### config.mk
export PLATFORM = sky130hd
export DESIGN_NAME = min_cofactor_of_bounded_divisor_flat
export DESIGN_NICKNAME = d
export VERILOG_FILES = /design/src/design/mcbd_pkg.sv /design/src/design/mcbd_if.sv /design/src/design/min_cofactor_of_bounded_divisor.sv /design/src/flat_wrapper.sv
export SDC_FILE = /design/constraint.sdc
export NUM_CORES = 1
export LEC_CHECK = 0
export ABC_AREA = 1
export BUFFER_PORTS_ARGS = -buffer_cell sky130_fd_sc_hd__buf_2
export CAP_MARGIN = 10
export CORE_MARGIN = 5
export CORE_UTILIZATION = 40
export DETAILED_ROUTE_END_ITERATION = 8
export PLACE_DENSITY = 0.58
export SYNTH_ARGS = -nofsm -noshare
export SYNTH_HDL_FRONTEND = slang
export SYNTH_SLANG_ARGS = --single-unit
### constraint.sdc
create_clock -name i_clk -period 6.9 [get_ports i_clk]
set_input_delay 1.38 -clock i_clk [delete_from_list [all_inputs] [get_ports i_clk]]
set_output_delay 1.38 -clock i_clk [all_outputs]
set_load 0.01 [all_outputs]
### src/design/mcbd_pkg.sv
// Package for the minimum-cofactor block: value widths, shared types and constants.
// It depends on nothing. The interfaces and the top level import it.
package mcbd_pkg;

    localparam int VALUE_BITS = 31;
    localparam int TRIAL_BITS = (VALUE_BITS + 1) / 2 + 1;
    localparam int CNT_BITS   = $clog2(VALUE_BITS);

    typedef logic [VALUE_BITS-1:0] t_value;
    typedef logic [TRIAL_BITS-1:0] t_trial;
    typedef logic [TRIAL_BITS:0]   t_rem;
    typedef logic [CNT_BITS-1:0]   t_cnt;

endpackage

### src/design/mcbd_if.sv
// Valid/ready channel interfaces for the request and result transactions.
// These depend on mcbd_pkg for the payload types.
interface mcbd_in_if import mcbd_pkg::*; ();
    logic   valid;
    logic   ready;
    t_value total;
    t_value limit;

    modport source (output valid, output total, output limit, input ready);
    modport sink (input valid, input total, input limit, output ready);
endinterface

interface mcbd_out_if import mcbd_pkg::*; ();
    logic   valid;
    logic   ready;
    t_value cofactor;

    modport source (output valid, output cofactor, input ready);
    modport sink (input valid, input cofactor, output ready);
endinterface

### src/design/min_cofactor_of_bounded_divisor.sv
// Top level of the minimum-cofactor search: trial division with one shared divider.
// It depends on mcbd_pkg and on the channel interfaces in mcbd_if.sv.
//
// For each request transaction (total n, limit k) the block returns n divided by the
// largest divisor of n that does not exceed k. If n <= k or k == 1 the answer is
// known at once and the block goes straight to its finish state. Otherwise every
// trial divisor i from 1 up to floor(sqrt(n)) + 1 takes one pass of a restoring
// divider that yields VALUE_BITS quotient bits, then an evaluation step; the search
// ends at the first i whose quotient is below i. The finish state holds until the
// result register is free. The block takes a new request only when it is idle; the
// result register lets a finished result wait while the next request is accepted.
module min_cofactor_of_bounded_divisor
    import mcbd_pkg::*;
(
    input  logic             i_clk,
    input  logic             i_rst_n,
    mcbd_in_if.sink          i_req,
    mcbd_out_if.source       o_res
);

    localparam logic [1:0] ST_IDLE = 2'd0;
    localparam logic [1:0] ST_DIV  = 2'd1;
    localparam logic [1:0] ST_EVAL = 2'd2;
    localparam logic [1:0] ST_FIN  = 2'd3;

    logic [1:0] r_state;
    t_value     r_total;
    t_value     r_limit;
    t_value     r_best;
    t_value     r_quo;
    t_rem       r_rem;
    t_trial     r_trial;
    t_cnt       r_cnt;
    logic       r_out_valid;
    t_value     r_out_cofactor;

    t_rem       n_rem_shift;
    t_rem       n_rem;
    logic       n_qbit;
    t_value     n_trial_ext;
    t_value     n_best_a;
    t_value     n_best_b;
    logic       n_out_free;

    assign i_req.ready    = (r_state == ST_IDLE);
    assign o_res.valid    = r_out_valid;
    assign o_res.cofactor = r_out_cofactor;
    assign n_out_free     = !r_out_valid || o_res.ready;

    always_comb begin
        n_rem_shift = {r_rem[TRIAL_BITS-1:0], r_quo[VALUE_BITS-1]};
        n_qbit      = (n_rem_shift >= {1'b0, r_trial});
        n_rem       = n_qbit ? (n_rem_shift - {1'b0, r_trial}) : n_rem_shift;
        n_trial_ext = t_value'(r_trial);
        n_best_a    = r_best;
        if (n_trial_ext <= r_limit && r_quo < n_best_a) begin
            n_best_a = r_quo;
        end
        n_best_b = n_best_a;
        if (r_quo <= r_limit && n_trial_ext < n_best_b) begin
            n_best_b = n_trial_ext;
        end
    end

    always_ff @(posedge i_clk) begin
        if (!i_rst_n) begin
            r_state     <= ST_IDLE;
            r_out_valid <= 1'b0;
            r_total     <= '0;
            r_limit     <= '0;
            r_best      <= '0;
            r_trial     <= t_trial'(1);
        end else begin
            if (r_out_valid && o_res.ready && r_state != ST_FIN) begin
                r_out_valid <= 1'b0;
            end
            case (r_state)
                ST_IDLE: begin
                    if (i_req.valid) begin
                        r_total <= i_req.total;
                        r_limit <= i_req.limit;
                        r_trial <= t_trial'(1);
                        r_rem   <= '0;
                        r_quo   <= i_req.total;
                        r_cnt   <= t_cnt'(VALUE_BITS - 1);
                        if (i_req.total <= i_req.limit) begin
                            r_best  <= t_value'(1);
                            r_state <= ST_FIN;
                        end else if (i_req.limit == t_value'(1)) begin
                            r_best  <= i_req.total;
                            r_state <= ST_FIN;
                        end else begin
                            r_best  <= i_req.total;
                            r_state <= ST_DIV;
                        end
                    end
                end
                ST_DIV: begin
                    r_rem <= n_rem;
                    r_quo <= {r_quo[VALUE_BITS-2:0], n_qbit};
                    r_cnt <= r_cnt - t_cnt'(1);
                    if (r_cnt == '0) begin
                        r_state <= ST_EVAL;
                    end
                end
                ST_EVAL: begin
                    if (r_quo < n_trial_ext) begin
                        r_state <= ST_FIN;
                    end else begin
                        if (r_rem == '0) begin
                            r_best <= n_best_b;
                        end
                        r_trial <= r_trial + t_trial'(1);
                        r_rem   <= '0;
                        r_quo   <= r_total;
                        r_cnt   <= t_cnt'(VALUE_BITS - 1);
                        r_state <= ST_DIV;
                    end
                end
                ST_FIN: begin
                    if (n_out_free) begin
                        r_out_valid    <= 1'b1;
                        r_out_cofactor <= r_best;
                        r_state        <= ST_IDLE;
                    end
                end
                default: begin
                    r_state <= ST_IDLE;
                end
            endcase
        end
    end

endmodule
### src/flat_wrapper.sv
// flat-port wrapper written by rule: the top's interface ports become plain ports
module min_cofactor_of_bounded_divisor_flat import mcbd_pkg::*;
  (i_clk, i_rst_n, i_req_valid, i_req_total, i_req_limit, i_req_ready, o_res_valid, o_res_cofactor, o_res_ready);
  mcbd_in_if i_req_i ();
  mcbd_out_if o_res_i ();
  input  logic i_clk;
  input  logic i_rst_n;
  input wire logic [$bits(i_req_i.valid)-1:0] i_req_valid;
  input wire logic [$bits(i_req_i.total)-1:0] i_req_total;
  input wire logic [$bits(i_req_i.limit)-1:0] i_req_limit;
  output wire logic [$bits(i_req_i.ready)-1:0] i_req_ready;
  output wire logic [$bits(o_res_i.valid)-1:0] o_res_valid;
  output wire logic [$bits(o_res_i.cofactor)-1:0] o_res_cofactor;
  input wire logic [$bits(o_res_i.ready)-1:0] o_res_ready;
  assign i_req_i.valid = i_req_valid;
  assign i_req_i.total = i_req_total;
  assign i_req_i.limit = i_req_limit;
  assign i_req_ready = i_req_i.ready;
  assign o_res_valid = o_res_i.valid;
  assign o_res_cofactor = o_res_i.cofactor;
  assign o_res_i.ready = o_res_ready;
  min_cofactor_of_bounded_divisor u_core (.i_clk(i_clk), .i_rst_n(i_rst_n), .i_req(i_req_i), .o_res(o_res_i));
endmodule
==> results of run 1 <==
## state kept, by name, indices dropped and copies added (netlist names)
register / flops
u_core.o_res.valid: 1
u_core.r_state: 2
u_core.r_rem: 18
u_core.r_cnt: 5
u_core.r_limit: 31
u_core.r_best: 31
u_core.r_total: 31
u_core.r_trial: 17
u_core.o_res.cofactor: 31
u_core.r_quo: 31
## cells in the mapped netlist (all sizes together) (12+ instances only)
| library cell | n | share of area (%) |
|---|---|---|
| nand3 | 135 | 5.5 |
| nor4 | 14 | 0.66 |
| clkbuf | 52 | 1.5 |
| nand4 | 21 | 0.99 |
| dfxtp | 113 | 17 |
| nand2 | 296 | 8.6 |
| o21ai | 160 | 6.1 |
| xor2 | 12 | 0.79 |
| a21oi | 233 | 9.0 |
| nor2 | 170 | 4.9 |
| buf | 21 | 1.1 |
| nor3 | 24 | 0.90 |
| inv | 189 | 5.3 |
| edfxtp | 85 | 19 |
| ha | 164 | 15 |
## layer usage
metal  wire (um)  track usage [%]  vias to the layer above
met1       20500             35.0                     5821
li1            -                -                     6103
met2       18000             34.7                      459
met5           0                0                        -
met3        3630             4.20                       47
met4         979             7.05                        0
## stage by stage
step / instances / utilization (%) / cell area, um2 / hold WS, ns / worst slack (ns)
6_report: 2256 / 45.1 / 14800 / 0.469 / 2.31
2_1_floorplan: 1745 / - / 13300 / 0.425 / 0.605
4_1_cts: 2256 / 45.1 / 14800 / 0.464 / 2.38
3_3_place_gp: 2224 / 43.2 / 14100 / 0.445 / 1.88
3_5_place_dp: 2224 / 43.2 / 14100 / 0.446 / 1.90
5_1_grt: 2256 / 45.1 / 14800 / 0.477 / 1.89
## power by group
| group | internal, uW | total, uW | switching [uW] | leakage [uW] |
|---|---|---|---|---|
| Combinational | 1100 | 3330 | 2230 | 0.00442 |
| Clock | 597 | 1090 | 493 | 0.000307 |
| Sequential | 1630 | 1970 | 338 | 0.00173 |
| Total | 3330 | 6400 | 3060 | 0.00645 |
## worst reg2reg max path, stage by stage (launching register included)
cell	delay [ns]
edfxtp_1	0.50
ha_1	0.36
a21o_1	0.18
nor2_1	0.10
nand2_1	0.10
nand2_1	0.07
nand2_1	0.09
a21oi_4	0.40
nand2_4	0.37
o21ai_0	0.37
ha_1	0.29
a21oi_1	0.13
nor2_1	0.06
a211oi_1	0.23
o221a_2	0.23
nand2_1	0.08
nand2_4	0.21
nand2_4	0.32
nand2_1	0.15
nand3_1	0.08
a21oi_1	0.19
## how the worst max path moves through the flow
stage / endpoint / from
floorplan: u_core.r_cnt[0] / i_rst_n
global placement: u_core.r_best[0] / i_req_total[30]
detailed placement: u_core.r_best[0] / i_req_total[30]
CTS: u_core.r_best[0] / i_req_total[30]
global route: u_core.r_best[3] / u_core.r_quo[6]
finish: u_core.r_best[0] / i_req_total[30]
## layout make-up
type                       count  area, um2  area share (%)
clock buffer                  19        453            3.07
multi-input combinational   1282       7470            50.6
tap                          442        553            3.75
inverter                     192        721            4.88
sequential                   198       4810            32.6
clock inverter                13        166            1.13
timing repair buffer         110        581            3.93
## kinds of logic (layout without fill, tap and decap cells)
group	after synthesis	in the layout	synth area share [%]
and+or+nand+nor	672	672	22.1
AOI/OAI and AO/OA	426	426	16.9
buffers and inverters	265	334	8.01
DFF	198	198	36.1
adders and majority gates	165	165	15.6
xor gates and xnor gates	19	19	1.25
==> summary.txt, run 1 <==
Setup path
  – Crit. End Element: register
  – Crit path buffers/inverters: 2
  – Crit Path Class: in -> reg
  – Worst path depth: 13
  – Slowest cell on crit path: a21boi_4
  – Type of origin of the critical path: input port
  – Crit path DAT: around 5 ns
  – Worst EP required: 7.24 ns
  – Crit Reg-Reg Startpoint: u_core.r_quo[6]
  – Worst path max stage delay: approximately 0.96 ns
  – Most used cell, CP: nand2_1
  – Endpoint of the worst-slack reg-to-reg timing path: u_core.r_best[3]
  – Worst reg-to-reg setup slack: 2.32 ns
  – R2R cell count: 20
  – Crit-path cells: buf_2 > ha_1 > nand2_1 > inv_1 > nand3_1 > nor3b_1 > nand2_1 > nor4_1 > o21ai_0 > a21boi_4 > nand2_1 > a21oi_1 > a21oi_1
  – CP top delay family: compound AO/OA/AOI/OAI gates
  – Critical-path maximum fanout: 32

Clock tree
  – Sink Count: 198
  – H-tree levels: 4
  – Worst skew pair latency: 0.46 ns
  – CTS tree: yes
  – CTS Buf Count: 17
  – Setup bufs post-CTS: 0
  – CTS Buffer Depth: 2
  – Clk pin slew, worst setup/hold paths: 0.08 ns
  – CTS Root Cell: clkbuf_16
  – Post-CTS resize count: 0
  – Post-CTS Hold Buffers: 0

Die
  – Rows: 66
  – Initial core utilization: between 40 and 50%
  – I/O pin total: 99
  – Die ar.: 37100 um2
  – Die width: ~190 um
  – Core ar.: 32700 um2
  – Die Height: 193 um

Yosys
  – Mapped Area: between 10000 and 15000 um2
  – Ys async rst share: 0%
  – Yosys warns: 0
  – Syn avg cell area: 7.63 um2
  – Post-synth EDFFs: 85
  – Synth unique cells: 52
  – Post-Syn Nets: 1976
  – Mapped Cells: between 1500 and 2000
  – Post-synthesis sequential area ratio: 36.1%
  – Synth Flop Type: dfxtp_1
  – Register bit count reported by yosys: 198

Worst hold path
  – Hold path start: u_core.r_limit[20]
  – Worst Hold End: u_core.r_limit[20]
  – Hold Path Class: reg -> reg
  – Worst hold stages: 2

Timing
  – Max-slew headroom: 22.2%
  – Post-layout min period: 4.59 ns
  – RSZ-0062 raised after global routing: no
  – # setup viols final: 0
  – Clock skew: 0.0179 ns
  – Final Slew Violations: 0
  – Fmax achieved: about 0.22 GHz
  – Final Hold Viols: 0
  – Total negative setup slack: 0 ns
  – Final period utilization: about two thirds
  – Worst-Margin Slew: 1.16 ns

Route
  – WL final: 43100 um
  – Via density: ~5.5
  – WL per Instance: 19.1 um
  – DRT iter0 DRCs: 981
  – Via Count: 12430
  – Post-route ant nets: 0
  – First-pass DRT Iterations: 5
  – DRC viols: 0

Pwr
  – Leakage Power: 0.00645 uW
  – Total Power: 6400 uW
  – VDD IR max: 0.220 mV
  – Pwr dens: 433 nW/um2

Status
  – Status: completed

Cells and area
  – Share of cells above drive strength 1: roughly a tenth
  – Diode count: 0
  – Most common cell after layout, fill and taps aside: nand2_1
  – Area Growth Syn to Fin: 10.8%
  – Final nets: 2032
  – Highest-count cells in the layout ignoring fill and taps: nand2_1, a21oi_1, inv_1
  – Fillers: 3390

Global route
  – Largest net degree at the start of global routing: 69
  – First-pass GRT wire length: 67600 um
  – Total grt overflow: 0
  – Initial antenna violation count: 0
  – Overall routing resource usage: 23.5%
  – Vias in the first global route: around 12000

Placement
  – DP HPWL: 32200 um
  – Buffers added on ports: 98
  – Final GP Congestion: 0.914

Run
  – Maxcap violations: 0
Power figures use the tool's default switching activity.
==> inputs of run 2 (changes only) <==
==> constraint.sdc (replaced) <==
create_clock -name i_clk -period 4.8 [get_ports i_clk]
set_input_delay 0.96 -clock i_clk [delete_from_list [all_inputs] [get_ports i_clk]]
set_output_delay 0.96 -clock i_clk [all_outputs]
set_load 0.01 [all_outputs]
==> summary.txt, run 2 (same netlist as run 1, synthesis figures left out) <==
Route
  – Via Count: 12592 (+1.3%)
  – Post-route ant nets: 0 (unchanged)
  – Via density: 5.50 (-0.20%)
  – DRT iter0 DRCs: 1115 (+14%)
  – First-pass DRT Iterations: 7 (+2)
  – DRC viols: 0 (unchanged)
  – WL per Instance: 19.9 um (+4.1%)
  – WL final: 45600 um (+5.7%)

Cells and area
  – Highest-count cells in the layout ignoring fill and taps: nand2_1, a21oi_1, inv_1
  – Area Growth Syn to Fin: 12.7%
  – Most common cell after layout, fill and taps aside: nand2_1
  – Final Cell Area: 15000 um2 (+1.7%)
  – Diode count: 0 (unchanged)
  – Final nets: 2066 (+1.7%)
  – Share of cells above drive strength 1: 11.6% (+1.7 points)

Die
  – Core ar.: 32700 um2 (unchanged)
  – I/O pin total: 99 (unchanged)
  – Die ar.: 37100 um2 (unchanged)
  – Die width: 193 um (unchanged)
  – Initial core utilization: 40.7% (unchanged)
  – Die Height: 193 um (unchanged)
  – Rows: 66 (unchanged)

Timing
  – Total negative setup slack: 0 ns (unchanged)
  – Final Slew Violations: 0 (unchanged)
  – Clock skew: 0.0163 ns (-0.00162 ns)
  – Fmax achieved: ~0.23 GHz
  – Worst setup margin: 0.455 ns (-1.86 ns)
  – Final Hold Viols: 0 (unchanged)
  – Max-slew headroom: 33.6% (+11 points)
  – RSZ-0062 raised after global routing: no
  – Post-layout min period: 4.34 ns
  – Worst-Margin Slew: 0.996 ns (-0.168 ns)
  – # setup viols final: 0 (unchanged)
  – Final period utilization: 90.5%

Worst hold path
  – Worst Hold End: u_core.o_res.cofactor[8]
  – Worst hold stages: 0 (-2)
  – Hold Path Class: reg -> reg
  – Hold path start: u_core.r_best[8]

Clock tree
  – CTS tree: yes
  – H-tree levels: 4 (unchanged)
  – Post-CTS Hold Buffers: 0 (unchanged)
  – CTS Buffer Depth: 2 (unchanged)
  – CTS Buf Count: 17 (unchanged)
  – Sink Count: 198 (unchanged)
  – CTS Root Cell: clkbuf_16
  – Clk pin slew, worst setup/hold paths: 0.08 ns (about the same)
  – Worst skew pair latency: 0.47 ns (about the same)

Setup path
  – Crit Path Class: reg -> reg
  – Worst reg-to-reg setup slack: 0.46 ns (-1.86 ns)
  – Crit. End Element: register
  – Endpoint of the worst-slack reg-to-reg timing path: u_core.r_best[10]
  – Worst EP required: 5.19 ns (-2.05 ns)
  – Crit Reg-Reg Startpoint: u_core.r_trial[14]
  – R2R cell count: 21 (+5.0%)
  – Type of origin of the critical path: register
  – Critical-path maximum fanout: 48 (+50%)
  – Crit path DAT: 4.74 ns (-0.18 ns)

Placement
  – Placement-stage cell area: 14400 um2 (+1.9%)
  – Worst slack, placed: 0.475 ns (-1.42 ns)
  – Buffers added on ports: 98 (unchanged)
  – Final GP Congestion: 0.938 (+2.6%)
  – DP HPWL: 35400 um (+9.9%)

Global route
  – First-pass GRT wire length: 68800 um (+1.8%)
  – Initial antenna violation count: 0 (unchanged)
  – Overall routing resource usage: 24.5% (+0.99 points)
  – Vias in the first global route: 11401 (-3.2%)
  – Total grt overflow: 0 (unchanged)
  – Largest net degree at the start of global routing: 65 (-5.8%)

Status
  – Status: completed

Pwr
  – VDD IR max: 0.338 mV (+53%)
  – Leakage Power: 0.00661 uW (+2.4%)
  – Pwr dens: 620 nW/um2 (+43%)

Run
  – Maxcap violations: 0 (unchanged)
## run 2: timing repair
action                     in CTS  in global routing
resized for setup               0                  1
setup endpoints to repair       0                  4
buffers inserted                0                  0
## run 2: power breakdown
part           switching (uW)  internal (uW)
combinational            3340           1690
clock                     743            755
sequential                441           2350
## run 2: layout make-up
cell class	instances	area [um2]
tap	442	553
fill	3379	17700
multi-input combinational	1282	7470
sequential	198	4810
timing repair buffer	144	848
clock inverter	12	128
inverter	192	721
clock buffer	20	479
## run 2: worst max-delay path by stage
stage / to / cells after the start / slack [ns] / from
finish: u_core.r_best[10] / 21 / 0.46 / u_core.r_trial[14]
global route: u_core.r_best[5] / 24 / 0.07 / u_core.r_trial[14]
CTS: u_core.r_best[10] / 23 / 0.45 / u_core.r_trial[14]
detailed placement: u_core.r_best[9] / 20 / 0.48 / u_core.r_quo[6]
global placement: u_core.r_best[6] / 20 / 0.46 / u_core.r_quo[6]
floorplan: u_core.r_cnt[0] / 4 / 0.57 / i_rst_n
## run 2: layer usage
| layer | track usage [%] | wire length, um | vias up |
|---|---|---|---|
| li1 | - | - | 6156 |
| met4 | 5.27 | 569 | 0 |
| met3 | 3.55 | 4000 | 37 |
| met1 | 38.0 | 21900 | 5865 |
| met5 | 0 | 0 | - |
| met2 | 36.0 | 19100 | 534 |
## run 2: per-stage QoR
step                      power (uW)  instances  hold slack (ns)  utilization, %
after detailed placement        7750       2258            0.452            44.1
final                           9310       2290            0.464            45.9
after global routing           10100       2290            0.492            45.9
after floorplan                 6330       1745            0.425               -
after CTS                       9260       2290            0.471            45.9
after global placement          7680       2258            0.439            44.1
## run 2: worst max-delay path: stages (launching register included)
cell      delay, ns
dfxtp_1        0.41
ha_1           0.35
nand2_1        0.08
nor2_2         0.13
inv_1          0.05
nor2_1         0.13
and2b_1        0.16
a21oi_2        0.07
nand2_4        0.19
nand2_4        0.32
o21ai_0        0.40
ha_1           0.31
nand2_1        0.11
nor2_1         0.06
a211oi_1       0.28
o221a_2        0.26
nand2_1        0.09
nand2_4        0.21
nand2_4        0.30
nand2_1        0.15
nand3_1        0.08
a21oi_1        0.14
==> inputs of run 3 (changes only) <==
--- a/config.mk
+++ b/config.mk
@@ -11,7 +11,7 @@
 export CORE_MARGIN = 5
 export CORE_UTILIZATION = 40
 export DETAILED_ROUTE_END_ITERATION = 8
-export PLACE_DENSITY = 0.58
+export PLACE_DENSITY_LB_ADDON = 0.05
 export SYNTH_ARGS = -nofsm -noshare
 export SYNTH_HDL_FRONTEND = slang
 export SYNTH_SLANG_ARGS = --single-unit
==> summary.txt, run 3 (same netlist as run 1, synthesis figures left out) <==
Placement
  – DP HPWL: 36400 um (+2.8%)
  – Placement-stage cell area: 14400 um2 (about the same)
  – DP Cell Count: 2259 (+0.044%)
  – Worst slack, placed: 0.650 ns (+0.175 ns)
  – Final GP Congestion: 0.954 (+1.7%)
  – Buffers added on ports: 98 (unchanged)

Clock tree
  – H-tree levels: 4 (unchanged)
  – CTS Buf Count: 17 (unchanged)
  – CTS Root Cell: clkbuf_16
  – Post-CTS Hold Buffers: 0 (unchanged)
  – Clk pin slew, worst setup/hold paths: 0.07 ns (about the same)
  – Sink Count: 198 (unchanged)
  – CTS tree: yes
  – Worst skew pair latency: 0.46 ns (about the same)
  – Post-CTS resize count: 0 (unchanged)
  – CTS Buffer Depth: 2 (unchanged)
  – Setup bufs post-CTS: 0 (unchanged)

Worst hold path
  – Hold Path Class: reg -> reg
  – Hold path start: u_core.r_limit[19]

Timing
  – Final period utilization: 87.3% (-3.2 points)
  – Post-layout min period: 4.19 ns (-0.154 ns)
  – Worst setup margin: 0.609 ns (+0.154 ns)
  – # setup viols final: 0 (unchanged)
  – RSZ-0062 raised after global routing: no
  – Total negative setup slack: 0 ns (unchanged)
  – Clock skew: 0.0139 ns (-0.00237 ns)
  – Fmax achieved: 0.239 GHz (+3.7%)
  – Max-slew headroom: 32.8% (-0.86 points)
  – Worst-Margin Slew: 1.01 ns (+0.0129 ns)
  – Final Slew Violations: 0 (unchanged)
  – Final Hold Viols: 0 (unchanged)

Pwr
  – VDD IR max: 0.434 mV (+29%)
  – Total Power: 9490 uW (+1.9%)
  – Pwr dens: 631 nW/um2 (+1.7%)
  – Leakage Power: 0.00662 uW (+0.11%)

Global route
  – First-pass GRT wire length: 70600 um (+2.6%)
  – Largest net degree at the start of global routing: 66 (+1.5%)
  – Overall routing resource usage: 25.3% (+0.82 points)
  – Vias in the first global route: 11463 (+0.54%)
  – Total grt overflow: 0 (unchanged)
  – Initial antenna violation count: 0 (unchanged)

Setup path
  – Crit-path cells: ha_1 > a21o_1 > nor2_1 > nand2_1 > nand2_1 > nand2_1 > a21oi_4 > nand2_4 > o21ai_0 > ha_1 > a21oi_1 > nor2_1 > a211oi_1 > nand2_1 > nand2_1 > nand2_1 > nand2_4 > nand2_4 > nand2_1 > nand3_1 > a21oi_1
  – Crit Path Class: reg -> reg
  – Critical-path maximum fanout: 31 (-35%)
  – Type of origin of the critical path: register
  – Most used cell, CP: nand2_1
  – Worst EP required: 5.19 ns (about the same)
  – Crit. End Element: register
  – Crit Reg-Reg Startpoint: u_core.r_quo[6]
  – Crit path DAT: 4.58 ns (-0.16 ns)
  – Slowest cell on crit path: edfxtp_1
  – Worst path max stage delay: 0.51 ns (+0.10 ns)
  – Origin of the worst setup path: u_core.r_quo[6]

Route
  – Post-route ant nets: 0 (unchanged)
  – WL final: 46900 um (+2.9%)
  – DRT iter0 DRCs: 1161 (+4.1%)
  – Via Count: 12397 (-1.5%)
  – Via density: 5.41 (-1.6%)
  – First-pass DRT Iterations: 7 (unchanged)
  – DRC viols: 0 (unchanged)
  – WL per Instance: 20.5 um (+2.9%)

Run
  – Maxcap violations: 0 (unchanged)

Cells and area
  – Area Growth Syn to Fin: 12.8%
  – Final Cell Area: 15000 um2 (+0.14%)
  – Share of cells above drive strength 1: 11.6% (-0.060 points)
  – Finished Layout Cells: 2291 (+0.044%)
  – Final nets: 2067 (+0.048%)
  – Multi-input logic area: 7470 um2 (unchanged)
  – Register area: 4810 um2 (unchanged)
  – Fillers: 3412 (+0.98%)
  – Most common cell after layout, fill and taps aside: nand2_1
  – Diode count: 0 (unchanged)
  – Highest-count cells in the layout ignoring fill and taps: nand2_1, a21oi_1, inv_1

Status
  – Status: completed

Die
  – Rows: 66 (unchanged)
  – Initial core utilization: 40.7% (unchanged)
  – Die ar.: 37100 um2 (unchanged)
  – Die Height: 193 um (unchanged)
  – Die width: 193 um (unchanged)
  – Core ar.: 32700 um2 (unchanged)
  – I/O pin total: 99 (unchanged)
-- run 3: worst paths after layout --
path | to | slack [ns] | cells past startpoint
worst max-delay path | u_core.r_best[1] | 0.61 | 21
worst min register to register | u_core.r_limit[19] | 0.46 | 2
worst min-delay path | u_core.r_limit[19] | 0.46 | 2
worst max register to register | u_core.r_best[1] | 0.61 | 21
-- run 3: metrics by stage --
stage	hold WS (ns)	utilization [%]
6_report	0.464	46.0
5_1_grt	0.480	46.0
4_1_cts	0.468	46.0
3_5_place_dp	0.452	44.1
3_3_place_gp	0.439	44.1
2_1_floorplan	0.425	-
-- run 3: final cells by class --
class	instances	area share, %
Tap cell	442	3.68
Multi-Input combinational cell	1282	49.7
Timing Repair Buffer	145	5.69
Inverter	192	4.79
Sequential cell	198	32.0
Clock inverter	12	0.874
Clock buffer	20	3.25
-- run 3: critical path, delay by kind of cell, from the launching register on --
| kind | cells | cell delay [ns] |
|---|---|---|
| flip-flops | 1 | 0.51 |
| AO/OA/AOI/OAI | 6 | 1.50 |
| AND/OR/NAND/NOR | 13 | 1.44 |
| adder cells (fa/ha/maj) | 2 | 0.66 |
-- run 3: routing by layer --
metal	share of wire [%]	GRT usage, %	vias to the layer above	wire length, um
li1	-	-	6158	-
met1	52	39.9	5797	24200
met2	40	35.0	396	18600
met3	6.8	4.83	46	3210
met4	2.1	6.61	0	967
met5	0	0	-	0
-- run 3: report_power, final --
part | total (uW) | switching, uW | internal (uW)
Sequential | 2770 | 420 | 2350
Clock | 1560 | 705 | 851
Combinational | 5160 | 3470 | 1690
Total | 9490 | 4600 | 4890
